[src/rtl/wfc_pkg.sv]
// Shared types, codes and constants for the wall-follow drive controller.
package wfc_pkg;

  localparam int DIST_W = 13;
  localparam int VEL_W  = 16;
  localparam int ANG_W  = 16;
  localparam int MUL_W  = 24;
  localparam int PROD_W = 2 * MUL_W;

  // input opcodes
  localparam logic [1:0] OP_SAMPLE  = 2'd0;
  localparam logic [1:0] OP_ENABLE  = 2'd1;
  localparam logic [1:0] OP_DISABLE = 2'd2;

  // modes
  localparam logic [1:0] MODE_IDLE   = 2'd0;
  localparam logic [1:0] MODE_FIND   = 2'd1;
  localparam logic [1:0] MODE_FOLLOW = 2'd2;
  localparam logic [1:0] MODE_TURN   = 2'd3;

  // drive commands
  localparam logic [1:0] CMD_NONE  = 2'd0;
  localparam logic [1:0] CMD_DRIVE = 2'd1;
  localparam logic [1:0] CMD_STOP  = 2'd2;

  // config register indexes
  localparam logic [2:0] REG_SET_DIST  = 3'd0;
  localparam logic [2:0] REG_TURN_DIST = 3'd1;
  localparam logic [2:0] REG_ROT_DIST  = 3'd2;
  localparam logic [2:0] REG_KP_WALL   = 3'd3;
  localparam logic [2:0] REG_KP_ROT    = 3'd4;
  localparam logic [2:0] REG_FIND_SPD  = 3'd5;
  localparam logic [2:0] REG_FOLLOW_SPD = 3'd6;
  localparam logic [2:0] REG_ROT_SPD   = 3'd7;

  // work classes handed from front to back
  localparam logic [2:0] ACT_NONE   = 3'd0;
  localparam logic [2:0] ACT_STOP   = 3'd1;
  localparam logic [2:0] ACT_SEEK   = 3'd2;
  localparam logic [2:0] ACT_FOLLOW = 3'd3;
  localparam logic [2:0] ACT_TURN   = 3'd4;

  // divide by 125: floor(m / 125) = (m * RECIP_125) >> RECIP_SHIFT for m < 2^22
  localparam int RECIP_SHIFT = 29;
  localparam logic [22:0] RECIP_125 = 23'd4294968;
  localparam int DIVQ_W = 22;
  // any magnitude at or above this saturates either way
  localparam logic [DIVQ_W-1:0] VY_CLAMP = 22'd4096125;
  localparam logic [PROD_W-1:0] HALF_125 = PROD_W'(62);
  localparam logic [PROD_W-1:0] HALF_256 = PROD_W'(128);

  localparam logic [VEL_W-1:0] VEL_MAX = 16'h7FFF;
  localparam logic [VEL_W-1:0] VEL_MIN = 16'h8000;

  typedef struct packed {
    logic [DIST_W-1:0]       set_distance;
    logic [DIST_W-1:0]       turn_distance;
    logic [DIST_W-1:0]       rot_distance;
    logic signed [VEL_W-1:0] kp_wall;
    logic signed [VEL_W-1:0] kp_rot;
    logic signed [VEL_W-1:0] find_speed;
    logic signed [VEL_W-1:0] follow_speed;
    logic signed [VEL_W-1:0] rotation_speed;
  } cfg_t;

  typedef struct packed {
    logic [2:0] action;
    logic [1:0] mode;
  } ctl_t;

  // atan(2^-i) in Q3.12
  function automatic logic signed [ANG_W-1:0] atan_q12(input logic [3:0] i);
    logic signed [ANG_W-1:0] a;
    case (i)
      4'd0:    a = 16'sd3217;
      4'd1:    a = 16'sd1899;
      4'd2:    a = 16'sd1003;
      4'd3:    a = 16'sd509;
      4'd4:    a = 16'sd256;
      4'd5:    a = 16'sd128;
      4'd6:    a = 16'sd64;
      4'd7:    a = 16'sd32;
      4'd8:    a = 16'sd16;
      4'd9:    a = 16'sd8;
      4'd10:   a = 16'sd4;
      4'd11:   a = 16'sd2;
      4'd12:   a = 16'sd1;
      default: a = 16'sd0;
    endcase
    return a;
  endfunction

endpackage

[src/rtl/wfc_front.sv]
// Front end: accepts transactions, tracks the mode and classifies the work.
module wfc_front #(
  parameter int RANGE_BITS = 13
) (
  input  logic                        clk,
  input  logic                        rst,
  input  logic                        accept,
  input  logic [1:0]                  opcode,
  input  logic [wfc_pkg::DIST_W-1:0]  range_front,
  input  logic [wfc_pkg::DIST_W-1:0]  range_side_front,
  input  logic [wfc_pkg::DIST_W-1:0]  range_side_rear,
  input  wfc_pkg::cfg_t               cfg,
  output wfc_pkg::ctl_t               push_ctl,
  output logic [RANGE_BITS-1:0]       push_sf,
  output logic [RANGE_BITS-1:0]       push_sr
);
  import wfc_pkg::*;

  localparam int CMP_W = ((RANGE_BITS > DIST_W) ? RANGE_BITS : DIST_W) + 1;

  logic [1:0]            mode;
  logic [1:0]            mode_next;
  logic [2:0]            action;
  logic [RANGE_BITS-1:0] f_r;
  logic [CMP_W-1:0]      sum;
  logic [CMP_W-1:0]      two_set;
  logic [CMP_W-1:0]      front_x;

  assign f_r     = RANGE_BITS'(range_front);
  assign push_sf = RANGE_BITS'(range_side_front);
  assign push_sr = RANGE_BITS'(range_side_rear);
  assign sum     = CMP_W'(push_sf) + CMP_W'(push_sr);
  assign two_set = CMP_W'({cfg.set_distance, 1'b0});
  assign front_x = CMP_W'(f_r);

  always_comb begin
    mode_next = mode;
    action    = ACT_NONE;
    case (opcode)
      OP_ENABLE: mode_next = MODE_FIND;
      OP_DISABLE: begin
        mode_next = MODE_IDLE;
        action    = ACT_STOP;
      end
      OP_SAMPLE: begin
        case (mode)
          MODE_FIND: begin
            if (sum <= two_set) mode_next = MODE_FOLLOW;
            else action = ACT_SEEK;
          end
          MODE_FOLLOW: begin
            if (front_x <= CMP_W'(cfg.turn_distance)) mode_next = MODE_TURN;
            else action = ACT_FOLLOW;
          end
          MODE_TURN: begin
            if (front_x >= CMP_W'(cfg.rot_distance)) mode_next = MODE_FIND;
            else action = ACT_TURN;
          end
          default: ;
        endcase
      end
      default: ;
    endcase
  end

  assign push_ctl.action = action;
  assign push_ctl.mode   = mode_next;

  always_ff @(posedge clk) begin
    if (rst) begin
      mode <= MODE_IDLE;
    end else if (accept) begin
      mode <= mode_next;
    end
  end

endmodule

[src/rtl/wfc_queue.sv]
// Two-entry queue between the front and back ends.
module wfc_queue #(
  parameter int WIDTH = 8
) (
  input  logic             clk,
  input  logic             rst,
  input  logic             push,
  input  logic [WIDTH-1:0] push_data,
  input  logic             pop,
  output logic [WIDTH-1:0] pop_data,
  output logic             not_empty,
  output logic             full
);

  logic [WIDTH-1:0] slots [2];
  logic             wr_ptr;
  logic             rd_ptr;
  logic [1:0]       count;

  assign not_empty = (count != 2'd0);
  assign full      = (count == 2'd2);
  assign pop_data  = slots[rd_ptr];

  always_ff @(posedge clk) begin
    if (rst) begin
      wr_ptr <= 1'b0;
      rd_ptr <= 1'b0;
      count  <= 2'd0;
    end else begin
      if (push) wr_ptr <= ~wr_ptr;
      if (pop) rd_ptr <= ~rd_ptr;
      if (push && !pop) count <= count + 2'd1;
      else if (pop && !push) count <= count - 2'd1;
    end
  end

  always_ff @(posedge clk) begin
    if (push) slots[wr_ptr] <= push_data;
  end

endmodule

[src/rtl/wfc_back.sv]
// Back end: CORDIC heading, shared multiplier for gains, and output register.
module wfc_back #(
  parameter int SENSOR_SPACING = 100,
  parameter int RANGE_BITS     = 13,
  parameter int CORDIC_STEPS   = 12
) (
  input  logic                               clk,
  input  logic                               rst,
  input  wfc_pkg::cfg_t                      cfg,
  input  logic                               q_not_empty,
  input  wfc_pkg::ctl_t                      q_ctl,
  input  logic [RANGE_BITS-1:0]              q_sf,
  input  logic [RANGE_BITS-1:0]              q_sr,
  output logic                               q_pop,
  output logic                               out_valid,
  input  logic                               out_stall,
  output logic [1:0]                         drive_command,
  output logic signed [wfc_pkg::VEL_W-1:0]   vel_x,
  output logic signed [wfc_pkg::VEL_W-1:0]   vel_y,
  output logic signed [wfc_pkg::VEL_W-1:0]   vel_turn,
  output logic [1:0]                         mode_now
);
  import wfc_pkg::*;

  localparam int MAX_W = (RANGE_BITS > 10) ? RANGE_BITS : 10;
  localparam int CW    = MAX_W + 19;
  localparam int SUM_W = ((RANGE_BITS > DIST_W) ? RANGE_BITS : DIST_W) + 1;
  localparam int ERR_W = SUM_W + 1;
  localparam int NSTEP = (CORDIC_STEPS > 16) ? 16 : CORDIC_STEPS;
  localparam int TQ_W  = PROD_W - 8;

  localparam logic [2:0] ST_IDLE = 3'd0;
  localparam logic [2:0] ST_CORD = 3'd1;
  localparam logic [2:0] ST_MW   = 3'd2;
  localparam logic [2:0] ST_MA   = 3'd3;
  localparam logic [2:0] ST_MR   = 3'd4;
  localparam logic [2:0] ST_MT   = 3'd5;
  localparam logic [2:0] ST_FIN  = 3'd6;

  logic [2:0]               state;
  logic [4:0]               cnt;
  logic signed [CW-1:0]     x;
  logic signed [CW-1:0]     y;
  logic signed [ANG_W-1:0]  z;
  logic signed [CW-1:0]     xs;
  logic signed [CW-1:0]     ys;
  logic signed [ERR_W-1:0]  err;
  logic signed [RANGE_BITS:0] dy;
  logic [SUM_W-1:0]         sum;
  logic [1:0]               f_mode;
  logic                     ysign;
  logic [DIVQ_W-1:0]        m;
  logic signed [VEL_W-1:0]  vy_r;
  logic signed [PROD_W-1:0] prod;
  logic signed [MUL_W-1:0]  mul_a;
  logic signed [MUL_W-1:0]  mul_b;
  logic [PROD_W-1:0]        pmag;
  logic [PROD_W-1:0]        pmag_h;
  logic [DIVQ_W-1:0]        m_next;
  logic [16:0]              vq;
  logic signed [VEL_W-1:0]  vy_next;
  logic [TQ_W-1:0]          tq;
  logic signed [VEL_W-1:0]  vt_next;
  logic                     out_free;
  logic                     direct_ld;
  logic                     fin_ld;
  logic [1:0]               cmd_d;
  logic signed [VEL_W-1:0]  vx_d;
  logic signed [VEL_W-1:0]  vy_d;
  logic signed [VEL_W-1:0]  vt_d;

  assign out_free = !out_valid || !out_stall;
  assign sum      = SUM_W'(q_sf) + SUM_W'(q_sr);
  assign dy       = (RANGE_BITS + 1)'(q_sr) - (RANGE_BITS + 1)'(q_sf);
  assign xs       = x >>> cnt[3:0];
  assign ys       = y >>> cnt[3:0];

  always_comb begin
    q_pop     = 1'b0;
    direct_ld = 1'b0;
    if (state == ST_IDLE && q_not_empty) begin
      if (q_ctl.action == ACT_FOLLOW) begin
        q_pop = 1'b1;
      end else if (out_free) begin
        q_pop     = 1'b1;
        direct_ld = 1'b1;
      end
    end
  end

  assign fin_ld = (state == ST_FIN) && out_free;

  // results that need no arithmetic
  always_comb begin
    cmd_d = CMD_NONE;
    vx_d  = '0;
    vy_d  = '0;
    vt_d  = '0;
    case (q_ctl.action)
      ACT_STOP: cmd_d = CMD_STOP;
      ACT_SEEK: begin
        cmd_d = CMD_DRIVE;
        vy_d  = cfg.find_speed;
      end
      ACT_TURN: begin
        cmd_d = CMD_DRIVE;
        vt_d  = cfg.rotation_speed;
      end
      default: ;
    endcase
  end

  // shared multiplier operands
  always_comb begin
    case (state)
      ST_MW: begin
        mul_a = MUL_W'(cfg.kp_wall);
        mul_b = MUL_W'(err);
      end
      ST_MR: begin
        mul_a = MUL_W'(m);
        mul_b = MUL_W'(RECIP_125);
      end
      default: begin
        mul_a = MUL_W'(cfg.kp_rot);
        mul_b = MUL_W'(z);
      end
    endcase
  end

  // magnitude, rounding and saturation
  always_comb begin
    pmag   = prod[PROD_W-1] ? PROD_W'(-prod) : PROD_W'(prod);
    pmag_h = pmag + HALF_125;
    m_next = (pmag_h >= PROD_W'(VY_CLAMP)) ? VY_CLAMP : pmag_h[DIVQ_W-1:0];

    vq = prod[RECIP_SHIFT +: 17];
    if (!ysign) begin
      vy_next = (vq > 17'd32767) ? VEL_MAX : vq[VEL_W-1:0];
    end else begin
      vy_next = (vq > 17'd32768) ? VEL_MIN : -vq[VEL_W-1:0];
    end

    tq = TQ_W'((pmag + HALF_256) >> 8);
    if (!prod[PROD_W-1]) begin
      vt_next = (tq > TQ_W'(32767)) ? VEL_MAX : tq[VEL_W-1:0];
    end else begin
      vt_next = (tq > TQ_W'(32768)) ? VEL_MIN : -tq[VEL_W-1:0];
    end
  end

  always_ff @(posedge clk) begin
    if (rst) begin
      state <= ST_IDLE;
    end else begin
      case (state)
        ST_IDLE: if (q_pop && !direct_ld) state <= ST_CORD;
        ST_CORD: if (cnt == 5'(NSTEP)) state <= ST_MW;
        ST_MW:   state <= ST_MA;
        ST_MA:   state <= ST_MR;
        ST_MR:   state <= ST_MT;
        ST_MT:   state <= ST_FIN;
        ST_FIN:  if (out_free) state <= ST_IDLE;
        default: state <= ST_IDLE;
      endcase
    end
  end

  always_ff @(posedge clk) begin
    case (state)
      ST_IDLE: begin
        x      <= CW'(SENSOR_SPACING) <<< 16;
        y      <= CW'(dy) <<< 16;
        z      <= '0;
        cnt    <= '0;
        err    <= ERR_W'(sum) - ERR_W'({cfg.set_distance, 1'b0});
        f_mode <= q_ctl.mode;
      end
      ST_CORD: begin
        if (cnt != 5'(NSTEP)) begin
          if (!y[CW-1]) begin
            x <= x + ys;
            y <= y - xs;
            z <= z + atan_q12(cnt[3:0]);
          end else begin
            x <= x - ys;
            y <= y + xs;
            z <= z - atan_q12(cnt[3:0]);
          end
          cnt <= cnt + 5'd1;
        end
      end
      ST_MW: prod <= mul_a * mul_b;
      ST_MA: begin
        m     <= m_next;
        ysign <= prod[PROD_W-1];
      end
      ST_MR: prod <= mul_a * mul_b;
      ST_MT: begin
        vy_r <= vy_next;
        prod <= mul_a * mul_b;
      end
      default: ;
    endcase
  end

  always_ff @(posedge clk) begin
    if (rst) begin
      out_valid <= 1'b0;
    end else if (direct_ld || fin_ld) begin
      out_valid <= 1'b1;
    end else if (!out_stall) begin
      out_valid <= 1'b0;
    end
  end

  always_ff @(posedge clk) begin
    if (direct_ld) begin
      drive_command <= cmd_d;
      vel_x         <= vx_d;
      vel_y         <= vy_d;
      vel_turn      <= vt_d;
      mode_now      <= q_ctl.mode;
    end else if (fin_ld) begin
      drive_command <= CMD_DRIVE;
      vel_x         <= cfg.follow_speed;
      vel_y         <= vy_r;
      vel_turn      <= vt_next;
      mode_now      <= f_mode;
    end
  end

endmodule

[src/rtl/wall_follow_controller_top.sv]
// Top level of the wall-follow drive controller.
//
// Input channel (in_valid / in_stall): one transaction per command, either a
// range sample, enable or disable. Output channel (out_valid / out_stall): one
// transaction per input, carrying the drive command, three velocities and the
// mode after the step. Config writes (cfg_valid / cfg_ready, cfg_index,
// cfg_data) are always taken; write only while the block is idle.
// The front end updates the mode on accept and hands the job to a two-entry
// queue; the back end finishes it into the output register.
// A job waits in the queue; the back end moves any job but a follow sample
// straight into the output register. A follow sample leaves the queue, runs
// the CORDIC loop and then the shared multiplier and output register. Other
// jobs drain one per cycle while the back end is idle and the output is not
// stalled. in_stall rises when the queue is full.
// Reset clears the mode to idle, loads the register defaults and empties the
// queue and output register. A stalled receiver holds the result and lets the
// queue fill before the input side stalls.
module wall_follow_controller_top #(
  parameter int SENSOR_SPACING = 100,
  parameter int RANGE_BITS     = 13,
  parameter int CORDIC_STEPS   = 12
) (
  input  logic                              clk,
  input  logic                              rst,
  input  logic                              in_valid,
  output logic                              in_stall,
  input  logic [1:0]                        opcode,
  input  logic [wfc_pkg::DIST_W-1:0]        range_front,
  input  logic [wfc_pkg::DIST_W-1:0]        range_side_front,
  input  logic [wfc_pkg::DIST_W-1:0]        range_side_rear,
  output logic                              out_valid,
  input  logic                              out_stall,
  output logic [1:0]                        drive_command,
  output logic signed [wfc_pkg::VEL_W-1:0]  vel_x,
  output logic signed [wfc_pkg::VEL_W-1:0]  vel_y,
  output logic signed [wfc_pkg::VEL_W-1:0]  vel_turn,
  output logic [1:0]                        mode_now,
  input  logic                              cfg_valid,
  output logic                              cfg_ready,
  input  logic [2:0]                        cfg_index,
  input  logic [wfc_pkg::VEL_W-1:0]         cfg_data
);
  import wfc_pkg::*;

  localparam int Q_W = $bits(ctl_t) + 2 * RANGE_BITS;

  cfg_t                  cfg;
  logic                  in_accept;
  ctl_t                  push_ctl;
  logic [RANGE_BITS-1:0] push_sf;
  logic [RANGE_BITS-1:0] push_sr;
  logic [Q_W-1:0]        q_data;
  logic                  q_not_empty;
  logic                  q_pop;
  ctl_t                  q_ctl;
  logic [RANGE_BITS-1:0] q_sf;
  logic [RANGE_BITS-1:0] q_sr;

  assign cfg_ready = 1'b1;
  assign in_accept = in_valid && !in_stall;

  always_ff @(posedge clk) begin
    if (rst) begin
      cfg.set_distance   <= 13'd150;
      cfg.turn_distance  <= 13'd200;
      cfg.rot_distance   <= 13'd400;
      cfg.kp_wall        <= 16'sd256;
      cfg.kp_rot         <= 16'sd256;
      cfg.find_speed     <= 16'sd1024;
      cfg.follow_speed   <= 16'sd1024;
      cfg.rotation_speed <= 16'sd1024;
    end else if (cfg_valid && cfg_ready) begin
      case (cfg_index)
        REG_SET_DIST:   cfg.set_distance   <= cfg_data[DIST_W-1:0];
        REG_TURN_DIST:  cfg.turn_distance  <= cfg_data[DIST_W-1:0];
        REG_ROT_DIST:   cfg.rot_distance   <= cfg_data[DIST_W-1:0];
        REG_KP_WALL:    cfg.kp_wall        <= cfg_data;
        REG_KP_ROT:     cfg.kp_rot         <= cfg_data;
        REG_FIND_SPD:   cfg.find_speed     <= cfg_data;
        REG_FOLLOW_SPD: cfg.follow_speed   <= cfg_data;
        REG_ROT_SPD:    cfg.rotation_speed <= cfg_data;
        default: ;
      endcase
    end
  end

  wfc_front #(
    .RANGE_BITS(RANGE_BITS)
  ) u_front (
    .clk              (clk),
    .rst              (rst),
    .accept           (in_accept),
    .opcode           (opcode),
    .range_front      (range_front),
    .range_side_front (range_side_front),
    .range_side_rear  (range_side_rear),
    .cfg              (cfg),
    .push_ctl         (push_ctl),
    .push_sf          (push_sf),
    .push_sr          (push_sr)
  );

  wfc_queue #(
    .WIDTH(Q_W)
  ) u_queue (
    .clk       (clk),
    .rst       (rst),
    .push      (in_accept),
    .push_data ({push_ctl, push_sf, push_sr}),
    .pop       (q_pop),
    .pop_data  (q_data),
    .not_empty (q_not_empty),
    .full      (in_stall)
  );

  assign q_ctl = q_data[Q_W-1 -: $bits(ctl_t)];
  assign q_sf  = q_data[2*RANGE_BITS-1 -: RANGE_BITS];
  assign q_sr  = q_data[RANGE_BITS-1:0];

  wfc_back #(
    .SENSOR_SPACING (SENSOR_SPACING),
    .RANGE_BITS     (RANGE_BITS),
    .CORDIC_STEPS   (CORDIC_STEPS)
  ) u_back (
    .clk           (clk),
    .rst           (rst),
    .cfg           (cfg),
    .q_not_empty   (q_not_empty),
    .q_ctl         (q_ctl),
    .q_sf          (q_sf),
    .q_sr          (q_sr),
    .q_pop         (q_pop),
    .out_valid     (out_valid),
    .out_stall     (out_stall),
    .drive_command (drive_command),
    .vel_x         (vel_x),
    .vel_y         (vel_y),
    .vel_turn      (vel_turn),
    .mode_now      (mode_now)
  );

endmodule
[config.mk]
export PLATFORM = sky130hd
export DESIGN_NAME = wall_follow_controller_top
export DESIGN_NICKNAME = d
export VERILOG_FILES = /design/src/rtl/wfc_pkg.sv /design/src/rtl/wfc_front.sv /design/src/rtl/wfc_queue.sv /design/src/rtl/wfc_back.sv /design/src/rtl/wall_follow_controller_top.sv
export SDC_FILE = /design/constraint.sdc
export NUM_CORES = 2
export LEC_CHECK = 0
export BUFFER_PORTS_ARGS = -buffer_cell sky130_fd_sc_hd__buf_2
export CORE_MARGIN = 8
export CORE_UTILIZATION = 30
export CTS_BUF_LIST = sky130_fd_sc_hd__clkbuf_8
export DETAILED_ROUTE_END_ITERATION = 7
export PLACE_DENSITY = 0.55
export SYNTH_ARGS = -nofsm -noshare
export SYNTH_HDL_FRONTEND = slang
export SYNTH_SLANG_ARGS = --single-unit
[constraint.sdc]
create_clock -name clk -period 16.1 [get_ports clk]
set_input_delay 3.22 -clock clk [delete_from_list [all_inputs] [get_ports clk]]
set_output_delay 3.22 -clock clk [all_outputs]
set_load 0.05 [all_outputs]
==> metrics.txt <==
chip height 431 um; Tot GR Track Use approximately 17%; TritonCTS clock tree done; pwr dens 179 nW/um^2; first-pass GRT wire length 248 mm; # IOs 120; Setup Skew about 0.059 ns; maxcap violations 0; core region area 172000 sq um; flops & latches, synth 445; Least-Margin Pin Slew ~1.3 ns; vias in the first global route 41557; Crit path buffers/inverters 7; share of cells above drive strength 1 about 8.5%; Hold Vio Cnt, Final 0; Slew Viols, Final 0; unrepaired setup endpoints after global routing false; syn avg cell area between 9 and 10 sq um; mux cell area share after synthesis 5.55%; Hold Path Depth 2; CP Depth 30; Avg WL per Cell 19.6 um; synthesis warning total 0; hold crit path type reg -> reg; crit path kind reg -> reg; post-route ant nets 0; Crit. End Element flip-flop; cts bufs inserted 76; Setup violations, final 0; most used cell, CP fa_1; most used flip-flop cell after synthesis edfxtp_1; vias post-DR approximately 41000; largest net degree at the start of global routing a little over 80; Area Overhead vs Synth 8.88%; sw power roughly 5.2 mW; register area share after synthesis 22.8%; max_slew headroom 12.6%; FP Rows 152; Post-Layout Inst Area 56300 sq um; starting density of the core 30.1%; H-tree levels 3; most area-consuming cells after synthesis fa_1 (23%), edfxtp_1 (17%), ha_1 (7.7%); r2r worst-path depth 30; GRT overflow 0; Placed Instance Area 54800 sq um; starting DRC count in detailed routing around 3200; P_int roughly 4.8 mW; crit path launch type flip-flop; Synth Area in XOR/XNOR 5.11%; DR DRC count 0; Reg2Reg Setup Slack around 5.2 ns; final net count 6667; Port Buffers 118; CP required between 15 and 20 ns; Synth Area in Adders 30.5%; Critical R2R Capture u_back.prod[41]; Tmin final 10.88 ns; share of the synthesized area in the top cell type 22.8%; Post-Syn Instances 5690; setup bufs post-CTS 0; vias per cell approximately 5.1; largest family of logic cells by synthesized area adder cells; # hold bufs at CTS 0; Post-synth top cells inv_1 (831), nand2_1 (704), fa_1 (589); Max Fanout on Critical Path 28; worst stage delay on the critical path 0.67 ns; total die area 186000 sq um; Synth Area in Simple Gates 15.9%; CP delay by family, top adder cells; Leak ~25 nW; clk buf depth 3; Synth area leader fa_1; Combinational Power Share 70.3%; Max Clk Rate 91.9 MHz; Die Wd 431 um; Critical-path top delay cell inv_1; GP Congestion approximately 0.9; PostCTS Resize Cnt 0; Mapped Area about 52000 sq um; First-pass DRT Iterations 6; root buffer cell clkbuf_8; initial antenna violation count 3; Hold EP u_back.vel_x[5]; clk slew on worst S/H paths 0.07 ns; asr flop ratio synth 0%; final hold slack 0.440 ns; fin crit share 67.6%; Post-Route Setup TNS 0 ns; worst hold path startpoint cfg[21]; CTS Sinks 445; RR Startpoint u_back.state[2]; Seq pwr share a little under a fifth; Cell variety after synth 98; hpwl dp about 120 mm; clock power share between 10% and 20%; switching share of power 52.1%; EDFF count, synth roughly 290; most frequent cell after synthesis inv_1; syn_nets between 6000 and 7000; drt total wl between 150 and 200 mm; status finished, final reports clean; peak supply drop 0.0922 mV; Compound-Gate Fraction of Synth Area 12.0%; clk_lat worst skew about 0.77 ns; CP arrival around 12 ns
[final cells by class]
class,count,area (sq um)
diodes,1,2.50
clock buffers,84,1160
clock inverters,57,398
fillers,17952,115000
inverters,834,3130
multi-input cells,4150,35800
flip-flops and latches,445,11800
well taps,2310,2890
repair buffers,188,1120
[registers in the layout, summed over array words and instances (netlist names), named ones only]
name,cells
cfg,119
u_queue.slots,62
u_back.prod,48
u_back.x,32
u_back.y,32
u_back.m,22
u_back.vel_turn,16
u_back.vel_x,16
u_back.vel_y,16
u_back.vy_r,16
u_back.z,16
u_back.err,15
u_back.cnt,5
u_back.state,3
u_back.drive_command,2
u_back.f_mode,2
u_back.mode_now,2
u_front.mode,2
u_queue.count,2
u_back.out_valid,1
u_back.ysign,1
u_queue.rd_ptr,1
u_queue.wr_ptr,1
[per-stage QoR]
| step | util (%) | cells | setup WS (ns) | power (mW) |
|---|---|---|---|---|
| after detailed placement | 31.9 | 7927 | 5.37 | 8.94 |
| after floorplan | - | 5690 | 6.96 | 7.06 |
| after global routing | 32.8 | 8069 | 4.64 | 11.0 |
| after CTS | 32.8 | 8068 | 5.30 | 10.1 |
| after global placement | 31.9 | 7927 | 5.51 | 8.92 |
| final | 32.8 | 8069 | 5.22 | 10.1 |
[tightest hold or removal path, cell delays in order (launching register included)]
cell     delay (ns)
dfxtp_1        0.31
nand2_1        0.05
a21oi_1        0.05
[power by group through the flow]
stage / registers (mW) / logic (mW) / clock network [mW]
2_1_floorplan: 1.94 / 5.12 / 0
3_3_place_gp: 1.93 / 7.00 / 0
3_5_place_dp: 1.92 / 7.02 / 0
4_1_cts: 1.91 / 7.10 / 1.12
5_1_grt: 1.94 / 7.88 / 1.16
6_report: 1.91 / 7.08 / 1.09
[cells in the final DEF, fill, tap and decap left out, types with 45 or more instances in the layout]
cell	n
mux4_2	69
o21ai_0	145
nand4_1	46
buf_4	71
mux2i_1	80
clkbuf_8	84
xor2_1	116
buf_2	117
fa_1	589
mux2_2	45
nand2_1	702
ha_1	318
nand3_1	102
and3_1	66
dfxtp_1	157
nor2_1	479
a31oi_1	66
edfxtp_1	287
inv_1	853
a21o_1	71
xnor2_1	186
a21oi_1	320
nor3_1	106
[worst max path at each step]
stage                    startpoint              end  slack [ns]
finish              u_back.state[2]  u_back.prod[41]        5.22
global route        u_back.state[2]  u_back.prod[41]        4.64
CTS                 u_back.state[2]  u_back.prod[41]        5.30
detailed placement  u_back.state[2]  u_back.prod[41]        5.37
global placement    u_back.state[2]  u_back.prod[41]        5.51
floorplan           u_back.state[2]  u_back.prod[41]        6.96
[logic make-up (layout without fill, tap and decap cells)]
logic type,count (synthesis),in the layout
other cells,1,2
compound gates,948,948
xor+xnor,302,302
flops,445,445
fa+ha+maj,907,907
simple gates,1797,1797
buf+inv,1095,1163
mux,195,195
[per-layer routing]
| layer | share of wire (%) | wire [um] | global-route usage, % |
|---|---|---|---|
| met1 | 43 | 68300 | 22.3 |
| met2 | 49 | 76600 | 28.6 |
| met3 | 4.8 | 7500 | 1.98 |
| met4 | 3.4 | 5380 | 5.02 |
| met5 | 0 | 0 | 0 |
(Power assumes the default switching activity.)
